$ cat config.mk
export PLATFORM = sky130hd
export DESIGN_NAME = dxt_texture_block_decode
export DESIGN_NICKNAME = d
export VERILOG_FILES = /design/src/hdl/dxt_pkg.sv /design/src/hdl/dxt_texture_block_decode.sv /design/src/hdl/dxt_color_lane.sv /design/src/hdl/dxt_alpha_lane.sv /design/src/hdl/dxt_texel_merge.sv
export VERILOG_INCLUDE_DIRS = /design/src /design/src/hdl
export SDC_FILE = /design/constraint.sdc
export NUM_CORES = 2
export LEC_CHECK = 0
export BUFFER_PORTS_ARGS = -buffer_cell sky130_fd_sc_hd__buf_2
export CAP_MARGIN = 20
export CORE_ASPECT_RATIO = 1.25
export CORE_MARGIN = 1
export CORE_UTILIZATION = 55
export CTS_BUF_LIST = sky130_fd_sc_hd__clkbuf_8
export CTS_CLUSTER_SIZE = 28
export DETAILED_ROUTE_END_ITERATION = 7
export PLACE_DENSITY = 0.72
export REMOVE_ABC_BUFFERS = 1
export SYNTH_ARGS = -nofsm -noshare
export SYNTH_HDL_FRONTEND = slang
export SYNTH_SLANG_ARGS = --single-unit
export TNS_END_PERCENT = 50
$ cat constraint.sdc
create_clock -name clock -period 20.3 [get_ports clock]
set_clock_uncertainty 0.2 [all_clocks]
set_input_delay 3.045 -clock clock [delete_from_list [all_inputs] [get_ports clock]]
set_output_delay 3.045 -clock clock [all_outputs]
set_load 0.02 [all_outputs]
$ cat src/hdl/dxt_texture_block_decode_macros.svh
// Assertion helpers for the texture block decoder.
// Both macros sample on clock and stay quiet while reset is high.
`ifndef DXT_TEXTURE_BLOCK_DECODE_MACROS_SVH
`define DXT_TEXTURE_BLOCK_DECODE_MACROS_SVH

// Same-cycle implication
`define DXT_ASSERT_NOW(label, ante, cons) \
   label: assert property (@(posedge clock) disable iff (reset) (ante) |-> (cons)) \
      else $error("dxt decoder: same-cycle check failed");

// Next-cycle implication
`define DXT_ASSERT_NEXT(label, ante, cons) \
   label: assert property (@(posedge clock) disable iff (reset) (ante) |=> (cons)) \
      else $error("dxt decoder: next-cycle check failed");

`endif

$ cat src/hdl/dxt_pkg.sv
package dxt_pkg;

   // Block format codes; code three decodes as BC1
   typedef enum logic [1:0] {
      FMT_BC1 = 2'd0,
      FMT_BC2 = 2'd1,
      FMT_BC3 = 2'd2
   } fmt_type;

   // Reciprocals for truncating division by small constants
   localparam int RECIP3  = 2731;   // x/3 = (x*2731)>>13 for x < 8192
   localparam int RECIP5  = 3277;   // x/5 = (x*3277)>>14 for x < 16384
   localparam int RECIP7  = 4682;   // x/7 = (x*4682)>>15 for x < 5461
   localparam int RECIP31 = 8457;   // x/31 = (x*8457)>>18 for x < 11407
   localparam int RECIP63 = 16645;  // x/63 = (x*16645)>>20 for x < 17700

   // Six-step alpha mode: last interpolated step, then the zero step
   localparam logic [2:0] SIX_LAST_STEP = 3'd4;
   localparam logic [2:0] SIX_ZERO_STEP = 3'd5;
   localparam logic [2:0] WEIGHT7 = 3'd7;
   localparam logic [2:0] WEIGHT5 = 3'd5;

   localparam logic [3:0] LAST_TEXEL = 4'd15;

   typedef logic [7:0] chan_type;
   typedef chan_type [3:0] cpal_type;       // four palette entries, one channel
   typedef chan_type [5:0] apal_lane_type;  // alpha palette entries 2..7

   // Load strobes for the second and third stages
   typedef struct packed {
      logic ld2;
      logic ld3;
   } stage_ctl_type;

   // Block data handed from the second stage to the texel stage
   typedef struct packed {
      logic [63:0] alpha_half;
      logic [31:0] color_idx;
      fmt_type     fmt;
      logic        four_color;
   } block_type;

   // 5-bit endpoint to 8 bits: v*255/31, truncating
   function automatic chan_type expand5(input logic [4:0] v);
      logic [26:0] p;
      p = 27'(v) * 27'd255 * 27'(RECIP31);
      return p[25:18];
   endfunction

   // 6-bit endpoint to 8 bits: v*255/63, truncating
   function automatic chan_type expand6(input logic [5:0] v);
      logic [28:0] p;
      p = 29'(v) * 29'd255 * 29'(RECIP63);
      return p[27:20];
   endfunction

endpackage

$ cat src/hdl/dxt_texture_block_decode.sv
// A block passes the second stage and the texel stage; each texel then leaves through the output register.
// Throughput: one texel per cycle while rsp_tready is high; the result channel sets the pace.
// A new block is taken while the previous one is still streaming out.
// Reset (synchronous, active high) empties all stages and sets the format to BC1.
// There is no clearing pass; the block takes input in the first cycle after reset.
module dxt_texture_block_decode (
   input  logic         clock,
   input  logic         reset,
   input  logic         csr_we,
   input  logic [1:0]   csr_wdata,   // block_format
   input  logic         req_tvalid,
   output logic         req_tready,
   input  logic [127:0] req_tdata,   // alpha_half, color_half
   output logic         rsp_tvalid,
   input  logic         rsp_tready,
   output logic [39:0]  rsp_tdata,   // red, green, blue, alpha, texel_index, pad
   output logic         rsp_tlast    // last_texel
);
   import dxt_pkg::*;

   `include "dxt_texture_block_decode_macros.svh"

   logic [1:0]    fmt_cfg_ff;
   fmt_type       fmt_eff;
   logic          s2_valid_ff, s2_valid_in;
   block_type     blk_ff, blk_in;
   logic          gt_ff, gt_in;
   logic          s3_free, accept;
   stage_ctl_type ctl;
   logic [63:0]   ah, ch;
   logic [15:0]   c0, c1;
   cpal_type      pal_r, pal_g, pal_b;
   apal_lane_type apal_hi;

   assign ah = req_tdata[63:0];
   assign ch = req_tdata[127:64];
   assign c0 = ch[15:0];
   assign c1 = ch[31:16];

   // Format register; code three decodes as BC1
   always_ff @(posedge clock) begin
      if (reset) begin
         fmt_cfg_ff <= 2'd0;
      end else if (csr_we) begin
         fmt_cfg_ff <= csr_wdata;
      end
   end

   always_comb begin
      case (fmt_cfg_ff)
         FMT_BC2: fmt_eff = FMT_BC2;
         FMT_BC3: fmt_eff = FMT_BC3;
         default: fmt_eff = FMT_BC1;
      endcase
   end

   // Stage flow
   always_comb begin
      req_tready  = !s2_valid_ff || s3_free;
      accept      = req_tvalid && req_tready;
      ctl.ld2     = accept;
      ctl.ld3     = s2_valid_ff && s3_free;
      s2_valid_in = accept ? 1'b1 : (ctl.ld3 ? 1'b0 : s2_valid_ff);
      blk_in.alpha_half = ah;
      blk_in.color_idx  = ch[63:32];
      blk_in.fmt        = fmt_eff;
      blk_in.four_color = (fmt_eff != FMT_BC1) || (c0 > c1);
      gt_in             = ah[7:0] > ah[15:8];
   end

   always_ff @(posedge clock) begin
      if (reset) begin
         s2_valid_ff <= 1'b0;
      end else begin
         s2_valid_ff <= s2_valid_in;
      end
   end

   always_ff @(posedge clock) begin
      if (accept) begin
         blk_ff <= blk_in;
         gt_ff  <= gt_in;
      end
   end

   // Colour lanes: red, green, blue
   dxt_color_lane u_lane_r (
      .clock(clock), .ctl(ctl), .wide(1'b0),
      .raw0({1'b0, c0[15:11]}), .raw1({1'b0, c1[15:11]}),
      .four_color(blk_ff.four_color), .pal(pal_r)
   );

   dxt_color_lane u_lane_g (
      .clock(clock), .ctl(ctl), .wide(1'b1),
      .raw0(c0[10:5]), .raw1(c1[10:5]),
      .four_color(blk_ff.four_color), .pal(pal_g)
   );

   dxt_color_lane u_lane_b (
      .clock(clock), .ctl(ctl), .wide(1'b0),
      .raw0({1'b0, c0[4:0]}), .raw1({1'b0, c1[4:0]}),
      .four_color(blk_ff.four_color), .pal(pal_b)
   );

   // Alpha lanes: one per interpolated entry
   for (genvar i = 1; i <= 6; i++) begin : g_alpha
      dxt_alpha_lane u_lane_a (
         .clock(clock), .ctl(ctl), .step(3'(i)),
         .a0(ah[7:0]), .a1(ah[15:8]), .gt(gt_ff),
         .value(apal_hi[i - 1])
      );
   end

   // Texel stage and output register
   dxt_texel_merge u_merge (
      .clock(clock), .reset(reset),
      .s2_valid(s2_valid_ff), .blk(blk_ff),
      .pal_r(pal_r), .pal_g(pal_g), .pal_b(pal_b), .apal_hi(apal_hi),
      .s3_free(s3_free),
      .rsp_tvalid(rsp_tvalid), .rsp_tready(rsp_tready),
      .rsp_tdata(rsp_tdata), .rsp_tlast(rsp_tlast)
   );

   // No bubble inside a block
   `DXT_ASSERT_NEXT(a_no_gap, rsp_tvalid && rsp_tready && !rsp_tlast, rsp_tvalid)
   // Texels of a block come in order
   `DXT_ASSERT_NEXT(a_index_step, rsp_tvalid && rsp_tready && !rsp_tlast,
                    rsp_tdata[35:32] == $past(rsp_tdata[35:32]) + 4'd1)
   // Last mark sits on texel fifteen only
   `DXT_ASSERT_NOW(a_last_index, rsp_tvalid, rsp_tlast == (rsp_tdata[35:32] == LAST_TEXEL))

endmodule

$ cat src/hdl/dxt_color_lane.sv
module dxt_color_lane (
   input  logic                   clock,
   input  dxt_pkg::stage_ctl_type ctl,
   input  logic                   wide,        // green channel: 6-bit endpoints
   input  logic [5:0]             raw0,
   input  logic [5:0]             raw1,
   input  logic                   four_color,  // second-stage flag
   output dxt_pkg::cpal_type      pal
);
   import dxt_pkg::*;

   chan_type    e0_ff, e1_ff, e0_in, e1_in;
   cpal_type    pal_ff, pal_in;
   logic [9:0]  sum_a, sum_b;
   logic [21:0] prod_a, prod_b;
   logic [8:0]  sum_h;

   // Endpoint expansion
   always_comb begin
      e0_in = wide ? expand6(raw0) : expand5(raw0[4:0]);
      e1_in = wide ? expand6(raw1) : expand5(raw1[4:0]);
   end

   // Interpolated entries
   always_comb begin
      sum_a  = {1'b0, e0_ff, 1'b0} + {2'b00, e1_ff};
      sum_b  = {2'b00, e0_ff} + {1'b0, e1_ff, 1'b0};
      prod_a = 22'(sum_a) * 22'(RECIP3);
      prod_b = 22'(sum_b) * 22'(RECIP3);
      sum_h  = {1'b0, e0_ff} + {1'b0, e1_ff};
      pal_in[0] = e0_ff;
      pal_in[1] = e1_ff;
      pal_in[2] = four_color ? prod_a[20:13] : sum_h[8:1];
      pal_in[3] = four_color ? prod_b[20:13] : 8'd0;
   end

   always_ff @(posedge clock) begin
      if (ctl.ld2) begin
         e0_ff <= e0_in;
         e1_ff <= e1_in;
      end
      if (ctl.ld3) begin
         pal_ff <= pal_in;
      end
   end

   assign pal = pal_ff;

endmodule

$ cat src/hdl/dxt_alpha_lane.sv
module dxt_alpha_lane (
   input  logic                   clock,
   input  dxt_pkg::stage_ctl_type ctl,
   input  logic [2:0]             step,   // lane computes alpha entry step+1
   input  logic [7:0]             a0,
   input  logic [7:0]             a1,
   input  logic                   gt,     // second-stage a0 > a1
   output dxt_pkg::chan_type      value
);
   import dxt_pkg::*;

   logic [2:0]  w7, w5;
   logic [10:0] sum7_ff, sum7_in, sum5_ff, sum5_in;
   logic [23:0] prod7;
   logic [22:0] prod5;
   chan_type    six, value_ff, value_in;

   // Weighted endpoint sums
   always_comb begin
      w7 = WEIGHT7 - step;
      w5 = (step <= SIX_LAST_STEP) ? 3'(WEIGHT5 - step) : 3'd0;
      sum7_in = 11'(w7) * 11'(a0) + 11'(step) * 11'(a1);
      sum5_in = 11'(w5) * 11'(a0) + 11'(step) * 11'(a1);
   end

   // Divide by 7 or 5 and choose the mode
   always_comb begin
      prod7 = 24'(sum7_ff) * 24'(RECIP7);
      prod5 = 23'(sum5_ff) * 23'(RECIP5);
      if (step <= SIX_LAST_STEP) begin
         six = prod5[21:14];
      end else if (step == SIX_ZERO_STEP) begin
         six = 8'd0;
      end else begin
         six = 8'd255;
      end
      value_in = gt ? prod7[22:15] : six;
   end

   always_ff @(posedge clock) begin
      if (ctl.ld2) begin
         sum7_ff <= sum7_in;
         sum5_ff <= sum5_in;
      end
      if (ctl.ld3) begin
         value_ff <= value_in;
      end
   end

   assign value = value_ff;

endmodule

$ cat src/hdl/dxt_texel_merge.sv
module dxt_texel_merge (
   input  logic                   clock,
   input  logic                   reset,
   input  logic                   s2_valid,
   input  dxt_pkg::block_type     blk,
   input  dxt_pkg::cpal_type      pal_r,
   input  dxt_pkg::cpal_type      pal_g,
   input  dxt_pkg::cpal_type      pal_b,
   input  dxt_pkg::apal_lane_type apal_hi,
   output logic                   s3_free,
   output logic                   rsp_tvalid,
   input  logic                   rsp_tready,
   output logic [39:0]            rsp_tdata,   // red, green, blue, alpha, texel_index, pad
   output logic                   rsp_tlast
);
   import dxt_pkg::*;

   logic        s3_valid_ff, s3_valid_in;
   logic [3:0]  cnt_ff, cnt_in;
   block_type   blk_ff;
   logic        rsp_valid_ff, rsp_valid_in;
   logic [35:0] rsp_data_ff, rsp_data_in;
   logic        rsp_last_ff, rsp_last_in;
   logic        out_load, adv, done, load3;
   logic [1:0]  ci;
   logic [3:0]  nib;
   logic [47:0] aidx_field;
   logic [5:0]  aidx_pos;
   logic [2:0]  ai;
   chan_type    a_interp, alpha;

   // Stage handshake
   always_comb begin
      out_load = !rsp_valid_ff || rsp_tready;
      adv      = s3_valid_ff && out_load;
      done     = adv && (cnt_ff == LAST_TEXEL);
      s3_free  = !s3_valid_ff || done;
      load3    = s2_valid && s3_free;
   end

   // Texel select
   always_comb begin
      ci         = blk_ff.color_idx[{cnt_ff, 1'b0} +: 2];
      nib        = blk_ff.alpha_half[{cnt_ff, 2'b00} +: 4];
      aidx_field = blk_ff.alpha_half[63:16];
      aidx_pos   = {2'b00, cnt_ff} + {1'b0, cnt_ff, 1'b0};
      ai         = aidx_field[aidx_pos +: 3];
      case (ai)
         3'd0:    a_interp = blk_ff.alpha_half[7:0];
         3'd1:    a_interp = blk_ff.alpha_half[15:8];
         3'd2:    a_interp = apal_hi[0];
         3'd3:    a_interp = apal_hi[1];
         3'd4:    a_interp = apal_hi[2];
         3'd5:    a_interp = apal_hi[3];
         3'd6:    a_interp = apal_hi[4];
         default: a_interp = apal_hi[5];
      endcase
      case (blk_ff.fmt)
         FMT_BC2: alpha = {nib, nib};
         FMT_BC3: alpha = a_interp;
         default: alpha = (ci == 2'd3 && !blk_ff.four_color) ? 8'd0 : 8'd255;
      endcase
      rsp_data_in = {cnt_ff, alpha, pal_b[ci], pal_g[ci], pal_r[ci]};
      rsp_last_in = (cnt_ff == LAST_TEXEL);
   end

   // Next state for control
   always_comb begin
      s3_valid_in  = s3_valid_ff;
      cnt_in       = cnt_ff;
      rsp_valid_in = rsp_valid_ff;
      if (adv) begin
         cnt_in = cnt_ff + 4'd1;
      end
      if (load3) begin
         s3_valid_in = 1'b1;
         cnt_in      = 4'd0;
      end else if (done) begin
         s3_valid_in = 1'b0;
      end
      if (out_load) begin
         rsp_valid_in = adv;
      end
   end

   always_ff @(posedge clock) begin
      if (reset) begin
         s3_valid_ff  <= 1'b0;
         cnt_ff       <= 4'd0;
         rsp_valid_ff <= 1'b0;
      end else begin
         s3_valid_ff  <= s3_valid_in;
         cnt_ff       <= cnt_in;
         rsp_valid_ff <= rsp_valid_in;
      end
   end

   // Payload registers
   always_ff @(posedge clock) begin
      if (load3) begin
         blk_ff <= blk;
      end
      if (adv) begin
         rsp_data_ff <= rsp_data_in;
         rsp_last_ff <= rsp_last_in;
      end
   end

   assign rsp_tvalid = rsp_valid_ff;
   assign rsp_tdata  = {4'd0, rsp_data_ff};
   assign rsp_tlast  = rsp_last_ff;

endmodule

==> impl_results.md <==
- Status: complete, no violations
- ANT nets after route: 0
- Post-synth top area share: a little under a third
- Multi-input gate area: ~46000 um2
- Die area: roughly 120000 um2
- GPL Wtd Cong: a little under 0.9
- Area leader, netlist: ha_1
- Nets@finish: 8582
- Clock Tree Root: clkbuf_8
- Mapped Cells: 6000
- Global route total overflow: 0
- CP bufs+invs: 5
- Reg2Reg Depth: 24
- Register bit total from synthesis: ~530
- Slew margin rel.: between 20% and 30%
- Register area: around 16000 um2
- Min Tclk post-route: 10.98 ns
- Most frequent cells after synthesis: 1678 x ha_1, 1110 x inv_1, 536 x fa_1, 524 x edfxtp_1, 271 x a21oi_1
- Crit-path most repeated cell: ha_1
- Dpl hpwl: 117000 um
- Vias per cell: approximately 5.6
- Synth top area cells: ha_1 31%, edfxtp_1 24%, fa_1 16%
- DR DRC count: 0
- TNS Setup: 0 ns
- Worst-Margin Slew: roughly 1.1 ns
- CTS tree: built
- Clk slew on worst S/H paths: 0.07 ns
- Max-slew violation count: 0
- Die Width: 314 um
- Initial Util: a little under three fifths
- Hold Vio Cnt, Final: 0
- Initial antenna violation count: 25
- # IOs: between 150 and 200
- Global-route wire length before repair: 234000 um
- Post-CTS sizing: 0
- P&R area growth vs syn: 7.06%
- Synthesis Warnings: 0
- Worst-Skew Late Latency: between 0.8 and 0.9 ns
- I/O Buffers: roughly 170
- CTS Buffer Depth: 3
- Cts hold-fix bufs: 0
- Routed length on met1: about 61000 um
- Number of global-route vias before repair: about 46000
- TritonCTS sink count: roughly 530
- Asr flop ratio synth: 0%
- FILL cells: ~9900
- Gr usage total: a little under a quarter
- CORE AREA: between 100000 and 150000 um2
- Vias post-DR: 44000
- Crit start category: input pin
- Final Util: between 50% and 60%
- Rows: 142
- Sequential-to-total area share from yosys stat: a little under a quarter
- H-Tree Level Count: 3
- Area of the mapped netlist: around 67000 um2
- Number of max-cap violations: 0
- Layout cells sized above 1: a little over 7%
- Crit path DAT: roughly 11 ns
- Crit Path Max Fanout: 5
- CTS Buf Count: between 80 and 90
- Max Used Layer: met5
- Worst path required time: between 20 and 25 ns
- Hold path cells: 0
- Crit end category: flip-flop
- Crit path max-delay family: adder cells
- Slowest CP cell: fa_1
- Wire per inst: 18.0 um
- Largest net degree at the start of global routing: 74
- Critical path class: input pin to flip-flop
- RSZ-0062 raised after global routing: false
- Met2 wire length: ~69000 um
- Crit path largest cell delay: about 0.68 ns
- Avg Cell Area, Syn: 11.1 um2
- Final Routed Wirelength: 142000 um
- Critical path depth in cells: 33
- Initial DRC count: between 2000 and 3000
- Most used DFF post-synth: edfxtp_1
- DIE HEIGHT: just under 400 um
- Most common cell in the netlist: ha_1
- EDFF count, synth: 524
- Met3 wire len: between 7000 and 8000 um
- Fmax: between 90 and 100 MHz
- Setup violators final: 0
- Final Cycle Share: 54.1%
- Post-CTS setup buffer count: 0
- DR pass1 iterations: 6
- Kind of path behind the tightest hold check: flip-flop to flip-flop
- Synth cell types: approximately 90
[worst paths after layout]
kind	startpoint	endpoint	slack [ns]
worst max-delay path	req_tdata[88]	u_lane_g.e1_ff[7]$_DFFE_PP_	9.32
worst min-delay path	blk_ff[64]$_DFFE_PP_	u_merge.aidx_field[13]$_DFFE_PP_	0.18
worst max register to register	u_lane_b.e1_ff[0]$_DFFE_PP_	u_lane_b.pal[31]$_SDFFCE_PN0P_	12.14
worst min register to register	blk_ff[64]$_DFFE_PP_	u_merge.aidx_field[13]$_DFFE_PP_	0.18
[sequential cells by signal, summed over array words and instances (netlist names)]
register / count
u_lane_g.e1_ff: 8
g_alpha.u_lane_a.value: 48
fmt_cfg_ff: 2
u_lane_b.pal: 32
u_lane_g.pal: 32
u_lane_r.e1_ff: 8
gt_ff: 1
u_merge.cnt_ff: 4
u_merge.rsp_tvalid: 1
g_alpha.u_lane_a.sum5_ff: 38
g_alpha.u_lane_a.sum7_ff: 58
u_merge.rsp_tlast: 1
u_merge.blk_ff: 51
s2_valid_ff: 1
u_lane_r.e0_ff: 8
blk_ff: 99
u_lane_b.e1_ff: 8
u_lane_g.e0_ff: 8
u_merge.s3_valid_ff: 1
u_merge.aidx_field: 48
u_lane_b.e0_ff: 8
u_lane_r.pal: 32
u_merge.rsp_data_ff: 36
[cells by family (layout without fill, tap and decap cells)]
kind of cell | count (synthesis) | in the layout | share of synthesized area (%)
flip-flops | 533 | 533 | 23.8
multiplexers | 182 | 182 | 4.11
other | 1 | 14 | 0.00562
buffers and inverters | 1171 | 1475 | 6.72
AND/OR/NAND/NOR | 726 | 726 | 5.36
AO/OA/AOI/OAI | 821 | 821 | 7.83
adder cells (fa/ha/maj) | 2214 | 2214 | 47.5
XOR/XNOR | 352 | 352 | 4.62
[per-layer routing]
layer / up-vias / track usage (%)
met5: - / 0
met4: 22 / 7.11
met3: 240 / 3.18
met2: 1011 / 41.3
met1: 21400 / 31.0
li1: 21300 / -
[stage by stage]
stage	instance area [um2]	setup slack [ns]	cells	hold WS [ns]
after detailed placement	69500	8.53	7725	0.205
final	71500	9.32	7901	0.182
after global placement	69500	8.65	7725	0.201
after global routing	71500	8.69	7899	0.187
after CTS	71400	9.36	7890	0.175
after floorplan	66500	4.05	5944	0.200
[placed cells by master (no fill, tap or decap), drive strengths merged, types with 60 or more instances in the layout]
cell / netlist / final
o21ai: 166 / 166
o21bai: 72 / 72
a21o: 79 / 79
clkbuf: 29 / 91
mux4: 68 / 68
edfxtp: 524 / 524
nor2: 186 / 186
inv: 1111 / 1142
buf: 30 / 198
xnor2: 260 / 260
fa: 536 / 536
nand2: 174 / 174
mux2i: 85 / 85
ha: 1678 / 1678
xor2: 92 / 92
a21oi: 273 / 273
nor3: 60 / 60
nand3: 62 / 62
[cell type report]
cell class | count | area share (%)
Inverter | 1112 | 5.84
Multi-Input combinational cell | 4299 | 64.9
Clock inverter | 74 | 0.942
Sequential cell | 533 | 22.3
Timing Repair Buffer | 198 | 1.47
Tap cell | 1584 | 2.77
Clock buffer | 91 | 1.75
Antenna cell | 10 | 0.0350
[worst register-to-register path, delay by kind of cell, from the launching register on]
family	cells	cell delay (ns)
AO/OA/AOI/OAI	12	3.37
adder cells (fa/ha/maj)	8	3.30
buffers and inverters	1	0.11
flip-flops	1	0.61
multiplexers	1	0.21
AND/OR/NAND/NOR	2	0.20
Power is not shown: default switching activity piles up to over one toggle a cycle in this logic, so the estimate is an artifact.
